--- src/bbse_pkg.sv ---
// ----------------------------------------------------------------------------
// bbse_pkg
// Shared types, constants and the character check for the block extractor.
// ----------------------------------------------------------------------------
package bbse_pkg;

  // key value after reset (plus-shaped key for a 3x3 block)
  localparam int unsigned KeyReset = 186;

  // depth of the queue between front and back, and of the result queue
  localparam int unsigned QueueDepth = 2;

  // end cause codes
  localparam logic EndCauseInvalid   = 1'b0;
  localparam logic EndCauseExhausted = 1'b1;

  // allowed character set bounds
  localparam logic [7:0] ChSpace = 8'd32;
  localparam logic [7:0] ChBang  = 8'd33;
  localparam logic [7:0] ChComma = 8'd44;
  localparam logic [7:0] ChDot   = 8'd46;
  localparam logic [7:0] ChQuest = 8'd63;
  localparam logic [7:0] ChDig0  = 8'd48;
  localparam logic [7:0] ChDig9  = 8'd57;
  localparam logic [7:0] ChUpA   = 8'd65;
  localparam logic [7:0] ChUpZ   = 8'd90;
  localparam logic [7:0] ChLoA   = 8'd97;
  localparam logic [7:0] ChLoZ   = 8'd122;

  // classified block, front to back
  typedef struct packed {
    logic has_bit;
    logic data_bit;
    logic first;
    logic last;
  } cls_t;

  // one result item
  typedef struct packed {
    logic [7:0] char_value;
    logic       char_valid;
    logic       message_end;
    logic       end_cause;
  } res_t;

  function automatic logic char_allowed(input logic [7:0] c);
    logic ok;
    ok = (c == ChSpace) || (c == ChBang) || (c == ChComma) ||
         (c == ChDot) || (c == ChQuest) ||
         ((c >= ChDig0) && (c <= ChDig9)) ||
         ((c >= ChUpA) && (c <= ChUpZ)) ||
         ((c >= ChLoA) && (c <= ChLoZ));
    return ok;
  endfunction

endpackage

--- src/binary_block_stego_extractor_core.sv ---
// ----------------------------------------------------------------------------
// binary_block_stego_extractor_core
// Recovers a hidden text message from the blocks of a binary image.
// ----------------------------------------------------------------------------
// One block is taken per clock cycle and, with no stall on the result side,
// results keep pace at one per cycle. The front stage counts the keyed pixels
// of a block and classifies it in the cycle it is pushed; the classified item
// waits in a two-entry queue, and the back stage, which holds the byte under
// assembly, takes one item per cycle while the result queue has room and
// writes any result into a two-entry result queue. A result reaches the
// outputs once the back stage has written it into the result queue, and it
// stays there until popped. The key may be written only while the block is idle.
module binary_block_stego_extractor_core
  import bbse_pkg::*;
#(
  parameter int unsigned BLOCK_DIM = 3
) (
  input  logic                           clk_i,
  input  logic                           rst_ni,
  input  logic                           cfg_valid_i,
  output logic                           cfg_ready_o,
  input  logic [BLOCK_DIM*BLOCK_DIM-1:0] key_mask_i,
  input  logic                           push,
  output logic                           full,
  input  logic [BLOCK_DIM*BLOCK_DIM-1:0] block_bits_i,
  input  logic                           first_block_i,
  input  logic                           last_block_i,
  output logic                           empty,
  input  logic                           pop,
  output logic [7:0]                     char_value_o,
  output logic                           char_valid_o,
  output logic                           message_end_o,
  output logic                           end_cause_o
);

  localparam int unsigned Cells = BLOCK_DIM * BLOCK_DIM;

  cls_t cls_in, cls_out;
  logic cls_empty, cls_pop;
  res_t res_in, res_out;
  logic res_full, res_push;

  assign cfg_ready_o = 1'b1;

  bbse_front #(
    .Cells(Cells)
  ) u_front (
    .clk_i        (clk_i),
    .rst_ni       (rst_ni),
    .cfg_we_i     (cfg_valid_i && cfg_ready_o),
    .cfg_key_i    (key_mask_i),
    .block_bits_i (block_bits_i),
    .first_block_i(first_block_i),
    .last_block_i (last_block_i),
    .cls_o        (cls_in)
  );

  bbse_fifo #(
    .Width($bits(cls_t)),
    .Depth(QueueDepth)
  ) u_cls_queue (
    .clk_i    (clk_i),
    .rst_ni   (rst_ni),
    .wr_en_i  (push),
    .wr_data_i(cls_in),
    .rd_en_i  (cls_pop),
    .rd_data_o(cls_out),
    .full_o   (full),
    .empty_o  (cls_empty)
  );

  bbse_back u_back (
    .clk_i      (clk_i),
    .rst_ni     (rst_ni),
    .cls_empty_i(cls_empty),
    .cls_i      (cls_out),
    .cls_pop_o  (cls_pop),
    .res_full_i (res_full),
    .res_push_o (res_push),
    .res_o      (res_in)
  );

  // every result transaction leaves through this queue
  bbse_fifo #(
    .Width($bits(res_t)),
    .Depth(QueueDepth)
  ) u_res_queue (
    .clk_i    (clk_i),
    .rst_ni   (rst_ni),
    .wr_en_i  (res_push),
    .wr_data_i(res_in),
    .rd_en_i  (pop),
    .rd_data_o(res_out),
    .full_o   (res_full),
    .empty_o  (empty)
  );

  assign char_value_o  = res_out.char_value;
  assign char_valid_o  = res_out.char_valid;
  assign message_end_o = res_out.message_end;
  assign end_cause_o   = res_out.end_cause;

endmodule

--- src/bbse_fifo.sv ---
// ----------------------------------------------------------------------------
// bbse_fifo
// Small register queue with a write port and a read port.
// ----------------------------------------------------------------------------
module bbse_fifo #(
  parameter int unsigned Width = 8,
  parameter int unsigned Depth = 2
) (
  input  logic             clk_i,
  input  logic             rst_ni,
  input  logic             wr_en_i,
  input  logic [Width-1:0] wr_data_i,
  input  logic             rd_en_i,
  output logic [Width-1:0] rd_data_o,
  output logic             full_o,
  output logic             empty_o
);

  localparam int unsigned AddrW = (Depth > 1) ? $clog2(Depth) : 1;
  localparam int unsigned CntW  = $clog2(Depth + 1);

  logic [Width-1:0] mem_q [Depth];
  logic [AddrW-1:0] wr_ptr_q, wr_ptr_d;
  logic [AddrW-1:0] rd_ptr_q, rd_ptr_d;
  logic [CntW-1:0]  cnt_q, cnt_d;
  logic             do_wr, do_rd;

  assign full_o    = (cnt_q == CntW'(Depth));
  assign empty_o   = (cnt_q == '0);
  assign rd_data_o = mem_q[rd_ptr_q];

  assign do_wr = wr_en_i && !full_o;
  assign do_rd = rd_en_i && !empty_o;

  always_comb begin
    wr_ptr_d = wr_ptr_q;
    rd_ptr_d = rd_ptr_q;
    cnt_d    = cnt_q;
    if (do_wr) begin
      wr_ptr_d = (wr_ptr_q == AddrW'(Depth - 1)) ? '0 : wr_ptr_q + AddrW'(1);
    end
    if (do_rd) begin
      rd_ptr_d = (rd_ptr_q == AddrW'(Depth - 1)) ? '0 : rd_ptr_q + AddrW'(1);
    end
    if (do_wr && !do_rd) begin
      cnt_d = cnt_q + CntW'(1);
    end else if (do_rd && !do_wr) begin
      cnt_d = cnt_q - CntW'(1);
    end
  end

  always_ff @(posedge clk_i or negedge rst_ni) begin
    if (!rst_ni) begin
      wr_ptr_q <= '0;
      rd_ptr_q <= '0;
      cnt_q    <= '0;
    end else begin
      wr_ptr_q <= wr_ptr_d;
      rd_ptr_q <= rd_ptr_d;
      cnt_q    <= cnt_d;
    end
  end

  always_ff @(posedge clk_i) begin
    if (do_wr) begin
      mem_q[wr_ptr_q] <= wr_data_i;
    end
  end

endmodule

--- src/bbse_front.sv ---
// ----------------------------------------------------------------------------
// bbse_front
// Holds the key, counts keyed pixels of a block and classifies it.
// ----------------------------------------------------------------------------
module bbse_front
  import bbse_pkg::*;
#(
  parameter int unsigned Cells = 9
) (
  input  logic             clk_i,
  input  logic             rst_ni,
  input  logic             cfg_we_i,
  input  logic [Cells-1:0] cfg_key_i,
  input  logic [Cells-1:0] block_bits_i,
  input  logic             first_block_i,
  input  logic             last_block_i,
  output cls_t             cls_o
);

  localparam int unsigned CntW = $clog2(Cells + 1);

  logic [Cells-1:0] key_q;
  logic [Cells-1:0] hits;
  logic [CntW-1:0]  hit_cnt;
  logic [CntW-1:0]  key_cnt;

  always_ff @(posedge clk_i or negedge rst_ni) begin
    if (!rst_ni) begin
      key_q <= Cells'(KeyReset);
    end else if (cfg_we_i) begin
      key_q <= cfg_key_i;
    end
  end

  assign hits = block_bits_i & key_q;

  always_comb begin
    hit_cnt = '0;
    key_cnt = '0;
    for (int i = 0; i < Cells; i++) begin
      hit_cnt = hit_cnt + CntW'(hits[i]);
      key_cnt = key_cnt + CntW'(key_q[i]);
    end
  end

  always_comb begin
    cls_o.has_bit  = (hit_cnt != '0) && (hit_cnt < key_cnt);
    cls_o.data_bit = hit_cnt[0];
    cls_o.first    = first_block_i;
    cls_o.last     = last_block_i;
  end

endmodule

--- src/bbse_back.sv ---
// ----------------------------------------------------------------------------
// bbse_back
// Assembles carried bits into bytes, checks them and builds result items.
// ----------------------------------------------------------------------------
module bbse_back
  import bbse_pkg::*;
(
  input  logic clk_i,
  input  logic rst_ni,
  input  logic cls_empty_i,
  input  cls_t cls_i,
  output logic cls_pop_o,
  input  logic res_full_i,
  output logic res_push_o,
  output res_t res_o
);

  logic [7:0] byte_q, byte_d;
  logic [2:0] bits_q, bits_d;
  logic       stop_q, stop_d;
  logic [7:0] sh;
  logic [7:0] chv;
  logic       cvalid;
  logic       take;

  assign take      = !cls_empty_i && !res_full_i;
  assign cls_pop_o = take;

  always_comb begin
    byte_d     = byte_q;
    bits_d     = bits_q;
    stop_d     = stop_q;
    res_push_o = 1'b0;
    res_o      = '0;
    chv        = '0;
    cvalid     = 1'b0;
    sh         = '0;
    if (take) begin
      // a first block clears everything before its bit is used
      if (cls_i.first) begin
        byte_d = '0;
        bits_d = '0;
        stop_d = 1'b0;
      end
      if (!stop_d) begin
        if (cls_i.has_bit) begin
          sh     = {byte_d[6:0], cls_i.data_bit};
          byte_d = sh;
          bits_d = bits_d + 3'd1;
          if (bits_d == 3'd0) begin
            byte_d = '0;
            if (char_allowed(sh)) begin
              chv    = sh;
              cvalid = 1'b1;
            end else begin
              stop_d            = 1'b1;
              res_push_o        = 1'b1;
              res_o.message_end = 1'b1;
              res_o.end_cause   = EndCauseInvalid;
            end
          end
        end
        // an invalid byte already ended the message
        if (!stop_d) begin
          if (cls_i.last) begin
            byte_d            = '0;
            bits_d            = '0;
            stop_d            = 1'b1;
            res_push_o        = 1'b1;
            res_o.char_value  = chv;
            res_o.char_valid  = cvalid;
            res_o.message_end = 1'b1;
            res_o.end_cause   = EndCauseExhausted;
          end else if (cvalid) begin
            res_push_o       = 1'b1;
            res_o.char_value = chv;
            res_o.char_valid = 1'b1;
          end
        end
      end
    end
  end

  always_ff @(posedge clk_i or negedge rst_ni) begin
    if (!rst_ni) begin
      byte_q <= '0;
      bits_q <= '0;
      stop_q <= 1'b0;
    end else begin
      byte_q <= byte_d;
      bits_q <= bits_d;
      stop_q <= stop_d;
    end
  end

endmodule
--- config.mk ---
export PLATFORM = sky130hd
export DESIGN_NAME = binary_block_stego_extractor_core
export DESIGN_NICKNAME = d
export VERILOG_FILES = /design/src/bbse_pkg.sv /design/src/binary_block_stego_extractor_core.sv /design/src/bbse_fifo.sv /design/src/bbse_front.sv /design/src/bbse_back.sv
export SDC_FILE = /design/constraint.sdc
export NUM_CORES = 1
export LEC_CHECK = 0
export BUFFER_PORTS_ARGS = -buffer_cell sky130_fd_sc_hd__buf_2
export CAP_MARGIN = 20
export CORE_UTILIZATION = 30
export DETAILED_ROUTE_END_ITERATION = 10
export HOLD_SLACK_MARGIN = 0.12
export PLACE_DENSITY = 0.46
export SLEW_MARGIN = 10
export SYNTH_ARGS = -nofsm -noshare
export SYNTH_HDL_FRONTEND = slang
export SYNTH_SLANG_ARGS = --single-unit
--- constraint.sdc ---
create_clock -name clk_i -period 5.69 [get_ports clk_i]
set_input_delay 0.2845 -clock clk_i [delete_from_list [all_inputs] [get_ports clk_i]]
set_output_delay 0.2845 -clock clk_i [all_outputs]
set_load 0.03 [all_outputs]
==> flow_metrics.tcl <==
set metrics [dict create \
    yosysWarnings 0 \
    tightest_slew_ns 0.755 \
    ant_nets 0 \
    use_met1_pct 14.0 \
    cts-root-buf "clkbuf_8" \
    dp_hpwl_mm 4.66 \
    crit_type "register to register" \
    firstDrtPassIters 4 \
    holdCritPathClass "input port to register" \
    gp_congestion 0.745 \
    final_nets 369 \
    critPathLaunchType "register" \
    antenna_found_initial 0 \
    finalSetupTns_ns 0 \
    die-width_um 106 \
    die_area_um2 11300 \
    synth-seq-cells 58 \
    synth_area_leaders "edfxtp_1 (28%), dfrtp_1 (18%), ha_1 (7.3%)" \
    placeableCoreArea_um2 10400 \
    yosysTopAreaCellShare_pct 27.6 \
    outcome "finished clean" \
    rows 37 \
    finalClockSkew_ns 0.00882 \
    htree_num_levels 3 \
    grt_use_met2_pct 22.5 \
    wirelength_mm 6.34 \
    grt_util_met3_pct 4.60 \
    vdd_drop_max_uv 132 \
    crit_path_max_fanout 3 \
    hold_viol_final 0 \
    leakagePower_nw 1.64 \
    vias 2104 \
    cts_tree "yes" \
    p_per_area_nw_per_um2 496 \
    crit_path_end_kind "register" \
    cts_hold_buf 3 \
    design_area_um2 3820 \
    ys_seq_area_share_pct 49.3 \
    synth_area_um2 3260 \
    grt_first_pass_wirelength_mm 10.8 \
    ys.flop_type "edfxtp_1" \
    max_clock_freq_ghz 0.236 \
    areaGrowthSynthToFinish_pct 17.2 \
    grt_setup_unrepaired "no" \
    initialDrtViolationCount 62 \
    period_share_pct 74.4 \
    grtUsageTotal_pct 12.7 \
    port_buffers 37 \
    post-place-cells 437 \
    synthCells 272 \
    ctsResizeCount 0 \
    avgViaCountPerCell 4.61 \
    ios 39 \
    synth-async-reset-ratio_pct 48.3 \
    layout-drive-gt1-share_pct 25.0 \
    placed_cell_area_um2 3570 \
    hold_ws_ns 0.144 \
    wl_per_cell_um 13.9 \
    cts_buffers 9 \
    slowest_delay_ns 0.54 \
    drc_errors 0 \
    avgSynthCellArea_um2 12.0 \
    cts_buffer_depth 2 \
    critPathArrivalTime_ns 4.38 \
    grt_max_degree 29 \
    postCtsSetupRepairBufs 0 \
    stdcell_count 456 \
    grt_pass1_vias 2231 \
    gr-total-overflow 0 \
    dieHeight_um 106 \
    max_cap_viol_count 0 \
    cp.required_ns 5.84 \
    clkSlewWorstSetupHoldPaths_ns 0.07 \
    num_antenna_cells 0 \
    synth_edf_count 30 \
    cpMaxStageDelayCell "dfstp_2" \
    slew_headroom_pct 49.7 \
    setup_viol_count_final 0 \
    clk_latency_ns 0.35 \
    synth_cell_types 52 \
    synth_top_cell_by_area "edfxtp_1" \
    layout_min_cycle_time_ns 4.23 \
    gr-max-usage-layer "met2" \
    cts_sinks 58 \
    drv_slew 0 \
    crit_top_cell "fa_1" \
    initial_core_util_pct 31.3 \
    crit_chain "and2_1, ha_1, fa_1, fa_1, fa_1, ha_1, fa_1, ha_1, a21o_1, a21o_1, a211oi_1" \
]
==> cells in the mapped netlist, drive strengths merged, types with 2 or more instances <==
cell    count
mux2       15
a21oi       8
o31ai       2
dfstp       5
nor3b       4
dfrtp      23
clkbuf      4
and2       14
and4b       2
a211oi      2
a22o        6
ha         19
a21o        6
conb        2
nor3        4
fa         10
buf         6
xor2        4
inv        21
o21a        2
o21bai      2
nand3       4
edfxtp     30
o22ai       2
nand2b      5
nor2       13
xnor2       8
nor2b       2
o21ai      11
nand2      18
mux2i       4
==> through the flow <==
step | utilization [%] | total power, W | setup WS [ns]
finish | 36.7 | 0.00190 | 1.46
global route | 36.7 | 0.00205 | 1.30
CTS | 36.7 | 0.00193 | 1.43
detailed placement | 34.2 | 0.00149 | 1.46
global placement | 34.2 | 0.00147 | 1.55
floorplan | - | 0.00130 | 1.64
==> worst max-delay path, delay by kind of cell (launching register included) <==
family | cells | cell delay, ns
DFF | 1 | 0.54
AOI/OAI and AO/OA | 3 | 0.61
and+or+nand+nor | 1 | 0.12
adders and majority gates | 7 | 2.76
==> final cells by class <==
type	count	area [µm²]
Clock buffer	9	124
Fill cell	1057	6600
Multi-Input combinational cell	184	1520
Sequential cell	58	1610
Timing Repair Buffer	41	223
Tap cell	136	170
Clock inverter	7	101
Inverter	21	78.8
==> sequential cells by signal, indices dropped and copies added (netlist names), 2 cells and up <==
name and count:
u_res_queue.mem_q 22, u_res_queue.cnt_q 2, u_cls_queue.cnt_q 2, u_cls_queue.mem_q 8
u_back.byte_q 7, u_back.bits_q 3, u_front.key_q 9
==> cells by family (layout without fill, tap and decap cells) <==
group	count (synthesis)	in the layout	synth area share, %
buffers and inverters	31	78	4.30
other	2	3	0.230
AO/OA/AOI/OAI	50	50	11.2
adder cells (fa/ha/maj)	29	29	13.4
XOR/XNOR	12	12	3.22
AND/OR/NAND/NOR	71	71	11.4
flip-flops	58	58	49.3
multiplexers	19	19	6.91
==> cells in the final DEF (no fill, tap or decap), types with 5 or more instances in the layout <==
| master | n |
|---|---|
| buf_2 | 37 |
| o21ai_0 | 11 |
| ha_1 | 19 |
| a21o_1 | 6 |
| and2_1 | 14 |
| inv_1 | 21 |
| nor2_1 | 13 |
| nand2b_1 | 5 |
| a22o_1 | 6 |
| xnor2_1 | 8 |
| a21oi_1 | 8 |
| clkbuf_8 | 9 |
| dfstp_2 | 5 |
| edfxtp_1 | 30 |
| mux2_2 | 15 |
| dfrtp_1 | 23 |
| nand2_1 | 18 |
| fa_1 | 10 |
==> final timing paths <==
kind	start	endpoint	slack [ns]	depth (start not counted)
worst max-delay path	u_front.key_q[1]$_DFFE_PN1P_	u_cls_queue.mem_q[1][3]$_DFFE_PP_	1.46	11
worst min-delay path	key_mask_i[6]	u_front.key_q[6]$_DFFE_PN0P_	0.14	3
worst max register to register	u_front.key_q[1]$_DFFE_PN1P_	u_cls_queue.mem_q[1][3]$_DFFE_PP_	1.46	11
worst min register to register	u_res_queue.wr_ptr_q$_DFFE_PN0P_	u_res_queue.wr_ptr_q$_DFFE_PN0P_	0.48	1
max in group asynchronous	rst_ni	u_cls_queue.rd_ptr_q$_DFFE_PN0P_	4.66	2
min in group asynchronous	rst_ni	u_back.byte_q[4]$_DFFE_PN0P_	0.55	2
==> power by group <==
part           total (W)  switching [W]  internal, W
combinational   0.000788       0.000457     0.000331
sequential      0.000675      0.0000929     0.000582
clock           0.000432       0.000182     0.000250
==> per-layer routing <==
metal | share of wire, % | up-vias
li1 | - | 1039
met1 | 42 | 1013
met2 | 51 | 45
met3 | 5.7 | 7
met4 | 1.2 | 0
met5 | 0 | -
No activity file was read; power rests on OpenSTA's default activity.
